## src/hw/rtl/pfr_pkg.sv

```systemverilog
// Package for the packet frame receiver: line byte codes, event codes,
// register indexes and the shared types. Depends on nothing.
`timescale 1ns / 1ps
`default_nettype none

package pfr_pkg;

   localparam int unsigned MAX_NODES = 2;

   localparam logic [7:0] SYNC_BYTE  = 8'hE0;
   localparam logic [7:0] MARK_BYTE  = 8'hD0;
   localparam logic [7:0] BCAST_ADDR = 8'hFF;
   localparam logic [7:0] HOST_ADDR  = 8'h00;

   localparam logic [1:0] NODE_NONE = 2'd2;

   // Event codes reported with every item.
   localparam logic [2:0] EV_IGNORED   = 3'd0;
   localparam logic [2:0] EV_SYNC      = 3'd1;
   localparam logic [2:0] EV_ESCAPE    = 3'd2;
   localparam logic [2:0] EV_STORED    = 3'd3;
   localparam logic [2:0] EV_GOOD      = 3'd4;
   localparam logic [2:0] EV_SUM_REPLY = 3'd5;
   localparam logic [2:0] EV_SUM_HOST  = 3'd6;
   localparam logic [2:0] EV_FOREIGN   = 3'd7;

   // Register indexes (byte address bits [3:2]).
   localparam logic [1:0] REG_NODE_COUNT    = 2'd0;
   localparam logic [1:0] REG_FIRST_ADDRESS = 2'd1;
   localparam logic [1:0] REG_SECOND_ADDR   = 2'd2;
   localparam logic [1:0] REG_RESET_CMD     = 2'd3;

   localparam int unsigned CSR_ADDR_W = 4;
   localparam int unsigned CSR_DATA_W = 32;

   typedef struct packed {
      logic [1:0] node_count;
      logic [7:0] first_address;
      logic [7:0] second_address;
      logic [7:0] reset_command_code;
   } pfr_cfg_type;

   typedef struct packed {
      logic [2:0] event_res;
      logic [7:0] decoded_byte;
      logic [8:0] byte_position;
      logic [7:0] frame_length;
      logic [1:0] matched_node;
   } pfr_rsp_type;

endpackage

`default_nettype wire

```

## src/hw/rtl/pfr_channels.sv

```systemverilog
// Valid/ready channel interfaces for the packet frame receiver: the line
// byte input and the decoded result output. Depends on nothing.
`timescale 1ns / 1ps
`default_nettype none

interface pfr_req_if;
   logic       valid;
   logic       ready;
   logic [7:0] line_byte;

   modport source (output valid, output line_byte, input ready);
   modport sink   (input valid, input line_byte, output ready);
endinterface

interface pfr_rsp_if;
   logic       valid;
   logic       ready;
   logic [2:0] event_res;
   logic [7:0] decoded_byte;
   logic [8:0] byte_position;
   logic [7:0] frame_length;
   logic [1:0] matched_node;

   modport source (output valid, output event_res, output decoded_byte,
                   output byte_position, output frame_length, output matched_node,
                   input ready);
   modport sink   (input valid, input event_res, input decoded_byte,
                   input byte_position, input frame_length, input matched_node,
                   output ready);
endinterface

`default_nettype wire

```

## src/hw/rtl/pfr_csr.sv

```systemverilog
// Configuration register file of the packet frame receiver, APB-style.
// Depends on pfr_pkg.
`timescale 1ns / 1ps
`default_nettype none

module pfr_csr (
   input  wire                               clock,
   input  wire                               reset,
   input  wire                               csr_psel,
   input  wire                               csr_penable,
   input  wire                               csr_pwrite,
   input  wire  [pfr_pkg::CSR_ADDR_W-1:0]    csr_paddr,
   input  wire  [pfr_pkg::CSR_DATA_W-1:0]    csr_pwdata,
   output logic [pfr_pkg::CSR_DATA_W-1:0]    csr_prdata,
   output logic                              csr_pready,
   output pfr_pkg::pfr_cfg_type              cfg
);

   pfr_pkg::pfr_cfg_type cfg_ff;
   pfr_pkg::pfr_cfg_type cfg_in;
   logic                 wr_en;
   logic [1:0]           reg_index;

   assign csr_pready = 1'b1;
   assign wr_en      = csr_psel && csr_penable && csr_pwrite;
   assign reg_index  = csr_paddr[3:2];

   always_comb begin
      cfg_in = cfg_ff;
      if (wr_en) begin
         unique case (reg_index)
            pfr_pkg::REG_NODE_COUNT:    cfg_in.node_count         = csr_pwdata[1:0];
            pfr_pkg::REG_FIRST_ADDRESS: cfg_in.first_address      = csr_pwdata[7:0];
            pfr_pkg::REG_SECOND_ADDR:   cfg_in.second_address     = csr_pwdata[7:0];
            pfr_pkg::REG_RESET_CMD:     cfg_in.reset_command_code = csr_pwdata[7:0];
            default:                    cfg_in = cfg_ff;
         endcase
      end
   end

   always_ff @(posedge clock) begin
      if (reset) begin
         cfg_ff.node_count         <= 2'd1;
         cfg_ff.first_address      <= 8'd255;
         cfg_ff.second_address     <= 8'd255;
         cfg_ff.reset_command_code <= 8'd240;
      end else begin
         cfg_ff <= cfg_in;
      end
   end

   always_comb begin
      csr_prdata = '0;
      unique case (reg_index)
         pfr_pkg::REG_NODE_COUNT:    csr_prdata[1:0] = cfg_ff.node_count;
         pfr_pkg::REG_FIRST_ADDRESS: csr_prdata[7:0] = cfg_ff.first_address;
         pfr_pkg::REG_SECOND_ADDR:   csr_prdata[7:0] = cfg_ff.second_address;
         pfr_pkg::REG_RESET_CMD:     csr_prdata[7:0] = cfg_ff.reset_command_code;
         default:                    csr_prdata = '0;
      endcase
   end

   assign cfg = cfg_ff;

endmodule

`default_nettype wire

```

## src/hw/rtl/packet_frame_receiver_core.sv

```systemverilog
// Top level of the packet frame receiver: frame state, byte decoding and
// the result register. Depends on pfr_pkg, pfr_channels and pfr_csr.
//
// The receiver takes one line byte per clock cycle and returns exactly one
// result item for each byte, in the cycle after the byte is accepted. All frame
// state (sync, escape, byte count, header fields and checksum) is updated by
// a single pass of logic at the accepting edge, and the result sits in an
// output register; a new byte is accepted whenever that register is empty
// or being emptied in the same cycle, so the sustained rate is one item per
// cycle and throughput is bounded only by the result channel's ready.
`timescale 1ns / 1ps
`default_nettype none

module packet_frame_receiver_core (
   input  wire                               clock,
   input  wire                               reset,
   pfr_req_if.sink                           req_ch,
   pfr_rsp_if.source                         rsp_ch,
   input  wire                               csr_psel,
   input  wire                               csr_penable,
   input  wire                               csr_pwrite,
   input  wire  [pfr_pkg::CSR_ADDR_W-1:0]    csr_paddr,
   input  wire  [pfr_pkg::CSR_DATA_W-1:0]    csr_pwdata,
   output logic [pfr_pkg::CSR_DATA_W-1:0]    csr_prdata,
   output logic                              csr_pready
);

   pfr_pkg::pfr_cfg_type cfg;

   pfr_csr u_csr (
      .clock       (clock),
      .reset       (reset),
      .csr_psel    (csr_psel),
      .csr_penable (csr_penable),
      .csr_pwrite  (csr_pwrite),
      .csr_paddr   (csr_paddr),
      .csr_pwdata  (csr_pwdata),
      .csr_prdata  (csr_prdata),
      .csr_pready  (csr_pready),
      .cfg         (cfg)
   );

   // Frame state
   logic       receiving_ff, receiving_in;
   logic       escaping_ff, escaping_in;
   logic [8:0] count_ff, count_in;
   logic [7:0] dest_ff, dest_in;
   logic [7:0] length_ff, length_in;
   logic [7:0] command_ff, command_in;
   logic [7:0] sum_ff, sum_in;

   // Result register
   logic                 rsp_valid_ff, rsp_valid_in;
   pfr_pkg::pfr_rsp_type rsp_ff, rsp_in;

   logic       accept;
   logic [7:0] b;
   logic [7:0] val;
   logic [8:0] count_next;
   logic [8:0] frame_end;
   logic       frame_done;
   logic       bcast_reset;
   logic [1:0] node_hit;
   logic       two_nodes;

   assign req_ch.ready = !rsp_valid_ff || rsp_ch.ready;
   assign accept       = req_ch.valid && req_ch.ready;
   assign b            = req_ch.line_byte;

   // A node count of 0 behaves as 1, anything above two as two.
   assign two_nodes = (cfg.node_count >= 2'd2);

   always_comb begin
      receiving_in = receiving_ff;
      escaping_in  = escaping_ff;
      count_in     = count_ff;
      dest_in      = dest_ff;
      length_in    = length_ff;
      command_in   = command_ff;
      sum_in       = sum_ff;

      val         = escaping_ff ? (b + 8'd1) : b;
      count_next  = count_ff + 9'd1;
      frame_end   = 9'd0;
      frame_done  = 1'b0;
      bcast_reset = 1'b0;
      node_hit    = pfr_pkg::NODE_NONE;

      rsp_in.event_res     = pfr_pkg::EV_IGNORED;
      rsp_in.decoded_byte  = '0;
      rsp_in.byte_position = '0;
      rsp_in.frame_length  = '0;
      rsp_in.matched_node  = pfr_pkg::NODE_NONE;

      priority if (b == pfr_pkg::SYNC_BYTE) begin
         rsp_in.event_res = pfr_pkg::EV_SYNC;
         receiving_in     = 1'b1;
         escaping_in      = 1'b0;
         count_in         = '0;
         sum_in           = '0;
      end else if (!receiving_ff) begin
         rsp_in.event_res = pfr_pkg::EV_IGNORED;
      end else if (b == pfr_pkg::MARK_BYTE) begin
         rsp_in.event_res = pfr_pkg::EV_ESCAPE;
         escaping_in      = 1'b1;
      end else begin
         escaping_in = 1'b0;
         // Header bytes are captured by position before the end check uses them.
         if (count_ff == 9'd0) dest_in    = val;
         if (count_ff == 9'd1) length_in  = val;
         if (count_ff == 9'd2) command_in = val;
         count_in = count_next;
         sum_in   = sum_ff + val;

         rsp_in.event_res     = pfr_pkg::EV_STORED;
         rsp_in.decoded_byte  = val;
         rsp_in.byte_position = count_ff;
         rsp_in.frame_length  = length_in;

         frame_end  = {1'b0, length_in} + 9'd2;
         frame_done = (count_next >= 9'd2) && (frame_end == count_next);

         if (two_nodes && (cfg.second_address == dest_in)) begin
            node_hit = 2'd1;
         end else if (cfg.first_address == dest_in) begin
            node_hit = 2'd0;
         end
         bcast_reset = (dest_in == pfr_pkg::BCAST_ADDR) &&
                       (command_in == cfg.reset_command_code);

         if (frame_done) begin
            rsp_in.matched_node = node_hit;
            if (bcast_reset || (node_hit != pfr_pkg::NODE_NONE)) begin
               receiving_in = 1'b0;
               if (val == sum_ff) begin
                  rsp_in.event_res = pfr_pkg::EV_GOOD;
               end else begin
                  rsp_in.event_res = (cfg.first_address == pfr_pkg::HOST_ADDR) ?
                                     pfr_pkg::EV_SUM_HOST : pfr_pkg::EV_SUM_REPLY;
                  count_in = '0;
                  sum_in   = '0;
               end
            end else begin
               // Someone else's frame: keep listening for the next one.
               rsp_in.event_res = pfr_pkg::EV_FOREIGN;
               count_in = '0;
               sum_in   = '0;
            end
         end
      end
   end

   assign rsp_valid_in = accept || (rsp_valid_ff && !rsp_ch.ready);

   always_ff @(posedge clock) begin
      if (reset) begin
         receiving_ff <= 1'b0;
         escaping_ff  <= 1'b0;
         count_ff     <= '0;
         dest_ff      <= '0;
         length_ff    <= '0;
         command_ff   <= '0;
         sum_ff       <= '0;
         rsp_valid_ff <= 1'b0;
      end else begin
         rsp_valid_ff <= rsp_valid_in;
         if (accept) begin
            receiving_ff <= receiving_in;
            escaping_ff  <= escaping_in;
            count_ff     <= count_in;
            dest_ff      <= dest_in;
            length_ff    <= length_in;
            command_ff   <= command_in;
            sum_ff       <= sum_in;
         end
      end
   end

   always_ff @(posedge clock) begin
      if (accept) begin
         rsp_ff <= rsp_in;
      end
   end

   assign rsp_ch.valid         = rsp_valid_ff;
   assign rsp_ch.event_res     = rsp_ff.event_res;
   assign rsp_ch.decoded_byte  = rsp_ff.decoded_byte;
   assign rsp_ch.byte_position = rsp_ff.byte_position;
   assign rsp_ch.frame_length  = rsp_ff.frame_length;
   assign rsp_ch.matched_node  = rsp_ff.matched_node;

endmodule

`default_nettype wire

```

## src/flat_wrapper.sv

```systemverilog
// flat-port wrapper written by rule: the top's interface ports become plain ports
module packet_frame_receiver_core_flat 
  (clock, reset, csr_psel, csr_penable, csr_pwrite, csr_paddr, csr_pwdata, csr_prdata, csr_pready, req_ch_valid, req_ch_line_byte, req_ch_ready, rsp_ch_valid, rsp_ch_event_res, rsp_ch_decoded_byte, rsp_ch_byte_position, rsp_ch_frame_length, rsp_ch_matched_node, rsp_ch_ready);
  pfr_req_if req_ch_i ();
  pfr_rsp_if rsp_ch_i ();
  input  wire clock;
  input  wire reset;
  input  wire csr_psel;
  input  wire csr_penable;
  input  wire csr_pwrite;
  input  wire  [pfr_pkg::CSR_ADDR_W-1:0] csr_paddr;
  input  wire  [pfr_pkg::CSR_DATA_W-1:0] csr_pwdata;
  output logic [pfr_pkg::CSR_DATA_W-1:0] csr_prdata;
  output logic csr_pready;
  input wire logic [$bits(req_ch_i.valid)-1:0] req_ch_valid;
  input wire logic [$bits(req_ch_i.line_byte)-1:0] req_ch_line_byte;
  output wire logic [$bits(req_ch_i.ready)-1:0] req_ch_ready;
  output wire logic [$bits(rsp_ch_i.valid)-1:0] rsp_ch_valid;
  output wire logic [$bits(rsp_ch_i.event_res)-1:0] rsp_ch_event_res;
  output wire logic [$bits(rsp_ch_i.decoded_byte)-1:0] rsp_ch_decoded_byte;
  output wire logic [$bits(rsp_ch_i.byte_position)-1:0] rsp_ch_byte_position;
  output wire logic [$bits(rsp_ch_i.frame_length)-1:0] rsp_ch_frame_length;
  output wire logic [$bits(rsp_ch_i.matched_node)-1:0] rsp_ch_matched_node;
  input wire logic [$bits(rsp_ch_i.ready)-1:0] rsp_ch_ready;
  assign req_ch_i.valid = req_ch_valid;
  assign req_ch_i.line_byte = req_ch_line_byte;
  assign req_ch_ready = req_ch_i.ready;
  assign rsp_ch_valid = rsp_ch_i.valid;
  assign rsp_ch_event_res = rsp_ch_i.event_res;
  assign rsp_ch_decoded_byte = rsp_ch_i.decoded_byte;
  assign rsp_ch_byte_position = rsp_ch_i.byte_position;
  assign rsp_ch_frame_length = rsp_ch_i.frame_length;
  assign rsp_ch_matched_node = rsp_ch_i.matched_node;
  assign rsp_ch_i.ready = rsp_ch_ready;
  packet_frame_receiver_core u_core (.clock(clock), .reset(reset), .req_ch(req_ch_i), .rsp_ch(rsp_ch_i), .csr_psel(csr_psel), .csr_penable(csr_penable), .csr_pwrite(csr_pwrite), .csr_paddr(csr_paddr), .csr_pwdata(csr_pwdata), .csr_prdata(csr_prdata), .csr_pready(csr_pready));
endmodule
```

## config.mk

```make
export PLATFORM = sky130hd
export DESIGN_NAME = packet_frame_receiver_core_flat
export DESIGN_NICKNAME = d
export VERILOG_FILES = /design/src/hw/rtl/pfr_pkg.sv /design/src/hw/rtl/pfr_channels.sv /design/src/hw/rtl/pfr_csr.sv /design/src/hw/rtl/packet_frame_receiver_core.sv /design/src/flat_wrapper.sv
export SDC_FILE = /design/constraint.sdc
export NUM_CORES = 1
export LEC_CHECK = 0
export BUFFER_PORTS_ARGS = -buffer_cell sky130_fd_sc_hd__buf_2
export CORE_MARGIN = 4
export CORE_UTILIZATION = 58
export CTS_BUF_LIST = sky130_fd_sc_hd__clkbuf_4 sky130_fd_sc_hd__clkbuf_8
export CTS_CLUSTER_DIAMETER = 50
export DETAILED_ROUTE_END_ITERATION = 8
export GPL_TIMING_DRIVEN = 1
export PLACE_DENSITY = 0.83
export SYNTH_ARGS = -nofsm -noshare
export SYNTH_HDL_FRONTEND = slang
export SYNTH_SLANG_ARGS = --single-unit
```

## constraint.sdc

```tcl
create_clock -name clock -period 4.02 [get_ports clock]
set_clock_uncertainty 0.05 [all_clocks]
set_input_delay 0.804 -clock clock [delete_from_list [all_inputs] [get_ports clock]]
set_output_delay 0.804 -clock clock [all_outputs]
set_load 0.02 [all_outputs]
```

==> results.md, run 1 <==
- Sequential cell area fraction in the yosys report: 38.5%
- Psw: 0.523 mW
- Crit. End Element: flip-flop
- TritonRoute pass-1 iters: 5
- Critical Path RT: 4.27 ns
- FF+latch count, synth: 100
- Hold Path Class: reg2reg
- Slew HR: 31.8%
- Clock buffer depth: 2
- Worst-margin pin slew: 1.02 ns
- RSZ-0062 raised after global routing: false
- Worst R2R End: u_core.sum_ff[7]
- Synth cell types: 69
- Port-buffer cells: 64
- Async S/R FF share, synth: 0%
- Most common cell in the synthesized netlist: nor2_1
- Die area: 0.0120 mm²
- Clock network fraction of total power: 32.6%
- Chip Height: 110 µm
- Antenna violations before repair: 0
- Number of synthesis warnings: 0
- Critical setup path kind: in2reg
- Post-synth EDFFs: 30
- Combinational power share: 11.7%
- # hold bufs at CTS: 0
- Setup crit end: u_core.sum_ff[7]
- Fin cells: 884
- Clock transition at path regs: 0.09 ns
- Via-per-instance ratio: 5.88
- Diodes inserted: 0
- LEAKAGE: 2.61 nW
- Final setup viols: 0
- Die W: 110 µm
- Final Hold Viols: 0
- Max IR drop VDD: 0.000191 V
- Post-route ant nets: 0
- TritonCTS clock tree: built
- Setup TNS: 0 ns
- Cell Int Power: 1.39 mW
- FF-to-FF setup slack: 0.26 ns
- IO Pins: 116
- Final min period: 3.78 ns
- Vias in the first global route: 4903
- Cell Rows: 36
- H-tree depth: 3
- First-pass GRT wire length: 24.5 mm
- Total wire length: 15.1 mm
- FMAX: 0.265 GHz
- Final Cycle Share: 94.0%
- CP arrival: 4.03 ns
- Routed via count: 5201
- Final HPWL DP: 11.3 mm
- Layout area overhead: 12.1%
- GP Congestion: 0.957
- Max-cap violations: 0
- Initial Utilization: 60.3%
- Pins Over Slew Limit: 0
- Util after Layout: 67.6%
- CTS Buf Count: 9
- Share of cells above drive strength 1: 18.9%
- Reg power frac: 55.7%
- Most frequent cells after synthesis: nor2_1 (74), dfxtp_1 (70), nand2_1 (52)
- Cells taking the most area after synthesis: dfxtp_1 (23%), edfxtp_1 (15%), xnor2_1 (4.8%)
- Mapped Area: 0.00598 mm²
- Clk Latency, worst-skew pair: 0.38 ns
- Power Dens Cells: 286 mW/mm²
- Largest net degree at the start of global routing: 56
- Worst reg2reg path startpoint: u_core.count_ff[0]
- Cells after DPL: 866
- CP startpoint: req_ch_line_byte[1]
- Total track usage: 26.0%
- Drt drc: 0
- Core Region: 0.00991 mm²
- Drt wl/cell: 17.1 µm
- Final #Nets: 812
- Most common flop cell mapped by yosys: dfxtp_1
- Sw Share: 27.3%
- Yosys top cell by area: dfxtp_1
- Worst Path Max Fanout: 15
- Clock sinks: 100
- Area fraction of the dominant cell type after synthesis: 23.4%
- Worst Reg2Reg Path Length in Cells: 12
- Post-Synthesis Cells: 669
- CTS root buf: clkbuf_8
- Syn Area/Cell: 8.94 µm²
- GR Overflow Total: 0
- DR iter-0 viols: 485
- Startpoint types: primary input
- Outcome: finished clean
## sequential cells by signal (all words and copies together), names as in the netlist
name,cells
u_core.u_csr.cfg,26
u_core.count_ff,9
u_core.rsp_ch.byte_position,9
u_core.command_ff,8
u_core.dest_ff,8
u_core.length_ff,8
u_core.rsp_ch.decoded_byte,8
u_core.rsp_ch.frame_length,8
u_core.sum_ff,8
u_core.rsp_ch.event_res,3
u_core.rsp_ch.matched_node,2
u_core.escaping_ff,1
u_core.receiving_ff,1
u_core.rsp_ch.valid,1
## cells by family (layout without fill, tap and decap cells)
group,Yosys count,after routing,share of synthesized area (%)
fa+ha+maj,15,15,3.26
compound gates,150,150,17.7
simple gates,234,234,19.9
buf+inv,89,148,7.60
other cells,2,25,0.126
flops,100,100,38.5
xor+xnor,58,58,8.73
mux,21,21,4.14
## repair_timing
item                                    CTS  global route
buffers inserted                          0             2
gates resized for setup                   0             2
endpoints found under the setup margin    0            19
## per-layer routing
metal | vias up | wire [µm] | global-route usage [%]
met5 | - | 0 | 0
met4 | 0 | 309 | 8.99
met2 | 279 | 7130 | 42.3
met1 | 2424 | 6410 | 35.5
li1 | 2466 | - | -
met3 | 32 | 1260 | 3.64
## through the flow
stage	setup WS [ns]	hold slack (ns)	instance area (µm²)	total power, mW
CTS	0.0866	0.410	6680	1.92
detailed placement	-0.173	0.395	6500	1.31
finish	0.241	0.412	6700	1.91
global placement	0.00251	0.389	6500	1.30
floorplan	0.323	0.379	6070	1.25
global route	0.0299	0.435	6700	1.98
## cell usage in the layout (no fill, tap or decap), types with 3 or more instances in the layout
| master | Yosys | final |
|---|---|---|
| nor2_1 | 74 | 74 |
| dfxtp_1 | 70 | 70 |
| buf_2 | 8 | 64 |
| nand2_1 | 52 | 52 |
| buf_4 | 27 | 42 |
| xnor2_1 | 33 | 33 |
| a21oi_1 | 30 | 30 |
| edfxtp_1 | 30 | 30 |
| inv_1 | 26 | 26 |
| conb_1 | 2 | 25 |
| xor2_1 | 24 | 24 |
| nand3_1 | 23 | 23 |
| a211o_1 | 21 | 21 |
| a211oi_1 | 19 | 19 |
| nor2b_1 | 18 | 18 |
| and2_1 | 16 | 16 |
| o21ai_0 | 18 | 16 |
| ha_1 | 14 | 14 |
| mux2i_1 | 11 | 11 |
| o21ai_1 | 9 | 11 |
| clkbuf_8 | 0 | 10 |
| a31oi_1 | 9 | 9 |
| nor4_1 | 8 | 8 |
| mux2_2 | 7 | 7 |
| nor3_1 | 7 | 7 |
| nand2b_1 | 6 | 6 |
| a22o_1 | 6 | 6 |
| nand4_1 | 6 | 6 |
| and3_1 | 5 | 5 |
| o2111ai_1 | 5 | 5 |
| o211ai_1 | 5 | 5 |
| and2_0 | 4 | 4 |
| or3_1 | 3 | 3 |
| o31ai_1 | 3 | 3 |
| o21a_1 | 3 | 3 |
| o21bai_1 | 3 | 3 |
## layout make-up
class / count / area [µm²]
Sequential cell: 100 / 2300
Inverter: 26 / 97.6
Multi-Input combinational cell: 503 / 3320
Clock buffer: 12 / 153
Fill cell: 776 / 3210
Tap cell: 133 / 166
Clock inverter: 4 / 31.3
Timing Repair Buffer: 106 / 636
## power by group through the flow
stage	registers, mW	logic, mW	clock network (mW)
5_1_grt	1.07	0.243	0.669
2_1_floorplan	1.11	0.144	0
3_5_place_dp	1.09	0.221	0
4_1_cts	1.07	0.222	0.629
6_report	1.07	0.225	0.624
3_3_place_gp	1.09	0.216	0
## how the worst min path moves through the flow
stage | startpoint | to | slack [ns] | cells past startpoint
after global routing | u_core.sum_ff[3] | u_core.sum_ff[3] | 0.43 | 2
after global placement | u_core.sum_ff[2] | u_core.sum_ff[2] | 0.39 | 2
after floorplan | u_core.sum_ff[5] | u_core.sum_ff[5] | 0.38 | 2
after detailed placement | u_core.dest_ff[6] | u_core.dest_ff[6] | 0.40 | 2
final | u_core.dest_ff[6] | u_core.dest_ff[6] | 0.41 | 2
after CTS | u_core.dest_ff[6] | u_core.dest_ff[6] | 0.41 | 2
## worst max-delay path, cell delays in order
cell	delay, ns
buf_2	0.14
ha_1	0.19
nand2_1	0.12
xor2_1	0.43
buf_4	0.20
inv_1	0.06
buf_4	0.14
mux2_2	0.28
a221oi_1	0.28
o2111ai_1	0.22
nor4_1	0.40
o21ba_2	0.33
o21ai_4	0.17
o211ai_1	0.25
Note: power is estimated with default switching activity, not from simulation.
==> inputs of run 2 (changes only) <==
==> constraint.sdc (replaced) <==
create_clock -name clock -period 4.02 [get_ports clock]
set_clock_uncertainty 0.05 [all_clocks]
set_input_delay 0.201 -clock clock [delete_from_list [all_inputs] [get_ports clock]]
set_output_delay 0.201 -clock clock [all_outputs]
set_load 0.02 [all_outputs]
==> run 2 against run 1 <==
Net effect:
- critical path depth did not move
- die area did not move
- final cell count fell by 1.0%
- setup slack improved by 0.098 ns
==> results.md, run 2 (same netlist as run 1, synthesis figures left out) <==
- Outcome: finished clean
- GP Congestion: 0.906 (-5.4%)
- Diodes inserted: 0 (unchanged)
- Power Dens Cells: 296 mW/mm² (+3.6%)
- Largest register FFs: 26 (unchanged)
- Core Region: 0.00991 mm² (unchanged)
- Vias in the first global route: 4850 (-1.1%)
- Chip Height: 110 µm (unchanged)
- Slew HR: 40.1% (+8.3 points)
- CTS Buf Count: 9 (unchanged)
- Clock buffer depth: 2 (unchanged)
- Startpoint types: flip-flop
- Final Cycle Share: 91.6% (-2.4 points)
- CP arrival: 3.77 ns (-0.26 ns)
- Critical Path RT: 4.11 ns (-0.16 ns)
- Drt drc: 0 (unchanged)
- DR iter-0 viols: 333 (-31%)
- Cell Rows: 36 (unchanged)
- TritonRoute pass-1 iters: 5 (unchanged)
- Clock transition at path regs: 0.11 ns (+0.02 ns)
- Max IR drop VDD: 0.000255 V (+34%)
- Routed via count: 5109 (-1.8%)
- Clk Latency, worst-skew pair: 0.39 ns (about the same)
- CTS root buf: clkbuf_8
- Pins Over Slew Limit: 0 (unchanged)
- Hold Path Class: in2reg
- Total track usage: 25.6% (-0.40 points)
- Util after Layout: 67.3% (-0.32 points)
- Setup TNS: 0 ns (unchanged)
- Drt wl/cell: 17.1 µm (+0.16%)
- Critical setup path kind: reg2reg
- Share of cells above drive strength 1: 17.0% (-1.9 points)
- Most frequent cells in the layout: nor2_1 (74), dfxtp_1 (70), buf_2 (64), nand2_1 (52), xnor2_1 (33)
- First-pass GRT wire length: 23.9 mm (-2.1%)
- Commonest non-fill, non-tap cell in the layout: nor2_1
- Die W: 110 µm (unchanged)
- Final setup viols: 0 (unchanged)
- Layout area overhead: 11.6%
- GR Overflow Total: 0 (unchanged)
- Total wire length: 15.0 mm (-0.86%)
- Final HPWL DP: 11.0 mm (-2.8%)
- Post-route ant nets: 0 (unchanged)
- IO Pins: 116 (unchanged)
- H-tree depth: 3 (unchanged)
- Port-buffer cells: 64 (unchanged)
- Worst Path Max Fanout: 11 (-4)
- Die area: 0.0120 mm² (unchanged)
- Crit. End Element: flip-flop
- Initial Utilization: 60.3% (unchanged)
- Largest net degree at the start of global routing: 56 (unchanged)
- Via-per-instance ratio: 5.84 (-0.76%)
- FMAX: 0.272 GHz (+2.7%)
- Clock sinks: 100 (unchanged)
- Final #Nets: 803 (-1.1%)
- Max-cap violations: 0 (unchanged)
- Final Hold Viols: 0 (unchanged)
- RSZ-0062 raised after global routing: false
- LEAKAGE: 2.57 nW (-1.4%)
- Final min period: 3.68 ns (-0.0981 ns)
- Antenna violations before repair: 0 (unchanged)
- Worst-margin pin slew: 0.897 ns (-0.126 ns)
- TritonCTS clock tree: built
==> run 2: cell types whose count changed in the layout (fill, tap and decap cells not counted) <==
cell | previous run | this run
dlygate4sd3_1 | 0 | 7
buf_4 | 42 | 26
clkinvlp_4 | 1 | 0
o21ai_1 | 11 | 10
inv_8 | 0 | 1
clkinv_4 | 1 | 2
bufinv_16 | 0 | 1
clkbuf_8 | 10 | 9
inv_4 | 1 | 2
clkbuf_4 | 2 | 1
inv_6 | 1 | 0
o21ai_0 | 16 | 17
==> run 2: final timing paths <==
kind	start	end	slack, ns	depth (start not counted)
min	csr_pwdata[0]	u_core.u_csr.cfg[16]	0.02	2
max reg2reg	u_core.count_ff[0]	u_core.rsp_ch.event_res[0]	0.34	14
min reg2reg	u_core.dest_ff[6]	u_core.dest_ff[6]	0.42	2
max	u_core.count_ff[0]	u_core.rsp_ch.event_res[0]	0.34	14
==> run 2: layout make-up <==
type                       instances  area, µm²
clock buffer                      10        131
clock inverter                     6       71.3
fill                             806       3240
inverter                          26       97.6
multi-input combinational        503       3320
sequential                       100       2300
tap                              133        166
timing repair buffer              97        586
==> run 2: critical path: stages (launching register included) <==
cell and delay (ns):
dfxtp_1 0.48, ha_1 0.22, nor4b_4 0.36, nand2_1 0.21, o21ai_0 0.32, ha_1 0.30, xnor2_1 0.16, xnor2_1 0.16
xnor2_1 0.15, nand3_1 0.09, nor3_1 0.22, o2111ai_1 0.15, buf_4 0.22, a211oi_1 0.25, o21ai_1 0.10
==> run 2: routing by layer <==
layer | track usage [%] | wire length [µm]
met5 | 0 | 0
met4 | 11.1 | 449
met3 | 5.46 | 1300
met2 | 40.7 | 6860
met1 | 33.7 | 6370
==> run 2: through the flow <==
stage          area [µm²]  cells  power [mW]  worst slack, ns  hold WS [ns]
2_1_floorplan        6070    692        1.25            0.663         0.269
3_3_place_gp         6370    849        1.30            0.249         0.382
3_5_place_dp         6370    849        1.30           0.0618         0.389
4_1_cts              6640    872        1.98           0.0435        0.0146
5_1_grt              6670    875        2.04           0.0910        0.0315
6_report             6670    875        1.97            0.340        0.0168
==> run 2: report_power, final <==
group / internal (mW) / switching, mW
Sequential: 1.06 / 0.0105
Clock: 0.303 / 0.385
Combinational: 0.0738 / 0.147
Total: 1.43 / 0.543
==> run 2: what timing repair did <==
item,CTS,global route
setup endpoints to repair,0,15
endpoints found under the hold margin,11,0
resized for setup,0,1
hold buffers,7,0
setup buffers,0,3
